===== src/hw/rtl/cpsa_pkg.sv =====
// Shared widths, register indexes and the greyscale palette table of the pair allocator.
package cpsa_pkg;

  localparam int COLOR_W       = 8;
  localparam int KEY_W         = 2 * COLOR_W;
  localparam int SLOT_W        = 8;
  localparam int LIMIT_W       = 17;
  localparam int BASE_W        = 8;
  localparam int CFG_DATA_W    = 17;
  localparam int CFG_IDX_W     = 1;
  localparam int TABLE_DEPTH_D = 256;
  localparam int RST_BASE      = 16;
  localparam int PALETTE_N     = 1 << COLOR_W;

  localparam logic [LIMIT_W-1:0] RST_LIMIT = LIMIT_W'(65536);

  // configuration register indexes
  localparam logic [CFG_IDX_W-1:0] CFG_PAIR_LIMIT    = 1'b0;
  localparam logic [CFG_IDX_W-1:0] CFG_RESERVED_BASE = 1'b1;

  typedef logic [COLOR_W-1:0] grey_lut_t [PALETTE_N];

  // weight one cube digit, truncating toward zero (weights in thousandths)
  function automatic int weigh_digit(int d, int w);
    int m;
    int q;
    m = (d < 0) ? -d : d;
    q = (m * w) / 1000;
    return (d < 0) ? -q : q;
  endfunction

  // palette index -> greyscale-weighted index, built at elaboration
  function automatic grey_lut_t build_grey_lut();
    grey_lut_t lut;
    int d;
    int r;
    int g;
    int b;
    int v;
    for (int i = 0; i < PALETTE_N; i++) begin
      d = i - 16;
      r = d / 36;
      g = (d / 6) % 6;
      b = d % 6;
      v = 16 + 36 * weigh_digit(r, 299) + 6 * weigh_digit(g, 587) + weigh_digit(b, 114);
      lut[i] = COLOR_W'(v);
    end
    return lut;
  endfunction

  localparam grey_lut_t GREY_LUT = build_grey_lut();

endpackage


===== src/hw/rtl/cpsa_grey.sv =====
// Optional greyscale conversion of the foreground and background colors.
module cpsa_grey import cpsa_pkg::*; (
  input  logic [COLOR_W-1:0] fg_i,
  input  logic [COLOR_W-1:0] bg_i,
  input  logic               greyscale_i,
  output logic [COLOR_W-1:0] fg_o,
  output logic [COLOR_W-1:0] bg_o
);

  // table lookup per color, bypassed when greyscale is off
  assign fg_o = greyscale_i ? GREY_LUT[fg_i] : fg_i;
  assign bg_o = greyscale_i ? GREY_LUT[bg_i] : bg_i;

endmodule

===== config.mk =====
export PLATFORM = sky130hd
export DESIGN_NAME = cpsa_grey
export DESIGN_NICKNAME = d
export VERILOG_FILES = /design/src/hw/rtl/cpsa_pkg.sv /design/src/hw/rtl/cpsa_grey.sv
export SDC_FILE = /design/constraint.sdc
export NUM_CORES = 1
export LEC_CHECK = 0
export BUFFER_PORTS_ARGS = -buffer_cell sky130_fd_sc_hd__buf_4
export CORE_MARGIN = 2
export CORE_UTILIZATION = 31
export DETAILED_ROUTE_END_ITERATION = 6
export PLACE_DENSITY_LB_ADDON = 0.12
export SYNTH_ARGS = -nofsm -noshare
export SYNTH_HDL_FRONTEND = slang
export SYNTH_SLANG_ARGS = --single-unit

===== constraint.sdc =====
create_clock -name vclk -period 1.8
set_input_delay 0 -clock vclk [all_inputs]
set_output_delay 0 -clock vclk [all_outputs]
set_load 0.005 [all_outputs]

==> impl_metrics.ini <==
[outcome]
outcome = completed

[timing]
holdWs_ps = 315
fin_crit_sh_pct = 73.6
setup-tns-final_ps = 0
fin_crit_ps = 1320
finalSetupViolCount = 0
hold_violations = 0
worst_pin_slew_ps = 322
rsz0062_at_grt = no
finalWorstSetupSlack_ps = 475
max_freq_ghz = 0.755
drv_slew = 0
maxSlewHeadroom_pct = 78.5

[final_layout]
mostFrequentLayoutCells = 33 x buf_4, 19 x o21ai_0, 18 x nor2_1, 15 x a21oi_1, 12 x nand2b_1
syn_to_final_growth_pct = 22.4
instances_no_fill = 205
ff_latch_area_um2 = 0
fin_util_pct = 40.1
n_sequential_cell = 0
fin_nets = 193
final_common_cell = buf_4
multi_input_area_um2 = 793
drive_above_1_share_pct = 20.7
clock_buffer_count = 0
insertedDiodeCount = 0
fillerInstances = 321
design_area_um2 = 1110

[detailed_routing]
ant_nets = 0
wl_um = 2770
drt_iter0_drc = 68
vias_per_cell = 5.84
wl_per_cell_um = 13.5
num_vias = 1198
drc_errors = 0
firstDrtPassIters = 4

[global_route]
grt_util_all_layers_pct = 15.8
grt_max_degree = 20
grt_pass1_wl_um = 4520
grt-ovfl-total = 0
antenna_found_initial = 0
grt_pass1_vias = 1002

[place]
place_inst = 205
hpwl_um = 2020
gp_congestion = 0.832
dp_slack_ps = 493
dpl_cell_area_um2 = 1110
io_buffers = 33

[setup_path]
start_kind = input pin
endpoint_kind = primary output
worstPathRequired_ps = 1800
worstSetupPathType = input pin to primary output
cp_max_fo = 15
critical_path_arrival_ps = 1320

[hold_path]
holdCritStartpoint = fg_i[0]
worstHoldPathCells = 3
hold_path.class = input pin to primary output
holdPathEnd = fg_o[0]

[cts]
postCtsHoldBufs = 0
postCtsSetupBuffers = 0
cts_resized = 0

[synth]
synth_nets = 173
ys_types = 43
postSynthCellCount = 156
ys_warn_count = 0
synth_area_um2 = 903
ys_seq_area_share_pct = 0
avgSynthCellArea_um2 = 5.79

[floorplanning]
io_pins = 33
initial_core_util_pct = 32.8
fp-row-count = 19
die_h_um = 58.0
coreArea_um2 = 2760
die_w_um = 58.0
dieArea_um2 = 3360

[pwr]
powerDensity_nw_per_um2 = 247
p_total_uw = 274
peakVddDrop_mv = 0.129
leakage_nw = 0.456

[run]
drv_cap = 0
-- power breakdown --
part / leakage (nW) / total [mW] / internal [mW] / switching (mW)
Combinational: 0.456 / 0.274 / 0.129 / 0.145
Clock: 0 / 0 / 0 / 0
Sequential: 0 / 0 / 0 / 0
Total: 0.456 / 0.274 / 0.129 / 0.145
-- cells in the mapped netlist, types with 2 or more instances --
library cell	count	area (um^2)
a2bb2oi_1	2	17.5
o31ai_1	2	15.0
nor3_1	6	30.0
mux2i_1	3	30.0
o22ai_1	2	12.5
nor2_1	18	67.6
nand3b_1	2	15.0
a221oi_1	3	26.3
o21ai_0	19	95.1
a21oi_1	15	75.1
o32ai_1	2	17.5
a31oi_1	3	18.8
buf_4	2	15.0
a21o_1	2	15.0
nor2b_1	10	62.6
nor3b_1	2	15.0
buf_2	10	50.1
nand2_1	8	30.0
inv_1	7	26.3
nand3_1	4	20.0
nand2b_1	12	75.1
-- per-layer routing --
layer	GRT usage, %	part of all wire (%)
met1	23.3	46
met2	27.3	49
met3	0.223	4.8
met4	0.332	0
met5	0	0
-- critical path, stage by stage --
cell	delay (ps)
buf_4	160
or2_2	330
nand3b_1	160
o21ai_1	250
o21ai_0	140
o311ai_1	110
buf_4	160
-- cell families (layout without fill, tap and decap cells) --
| family | Yosys count | in the layout | share of synthesized area (%) |
|---|---|---|---|
| buffers and inverters | 22 | 40 | 12.2 |
| AO/OA/AOI/OAI | 63 | 63 | 44.5 |
| multiplexers | 4 | 4 | 4.57 |
| AND/OR/NAND/NOR | 67 | 67 | 38.8 |
-- worst max path at each step --
stage | to | cells after the start | start
floorplan | bg_o[3] | 6 | bg_i[6]
global placement | fg_o[1] | 7 | fg_i[4]
detailed placement | fg_o[1] | 7 | fg_i[4]
CTS | fg_o[1] | 7 | fg_i[4]
global route | fg_o[1] | 7 | fg_i[4]
finish | fg_o[1] | 7 | fg_i[4]
-- final cells by class --
cell class / instances / share of cell area, %
Inverter: 7 / 2.38
Multi-Input combinational cell: 134 / 71.7
Tap cell: 31 / 3.51
Timing Repair Buffer: 33 / 22.4
No activity file was read; power rests on OpenSTA's default activity.
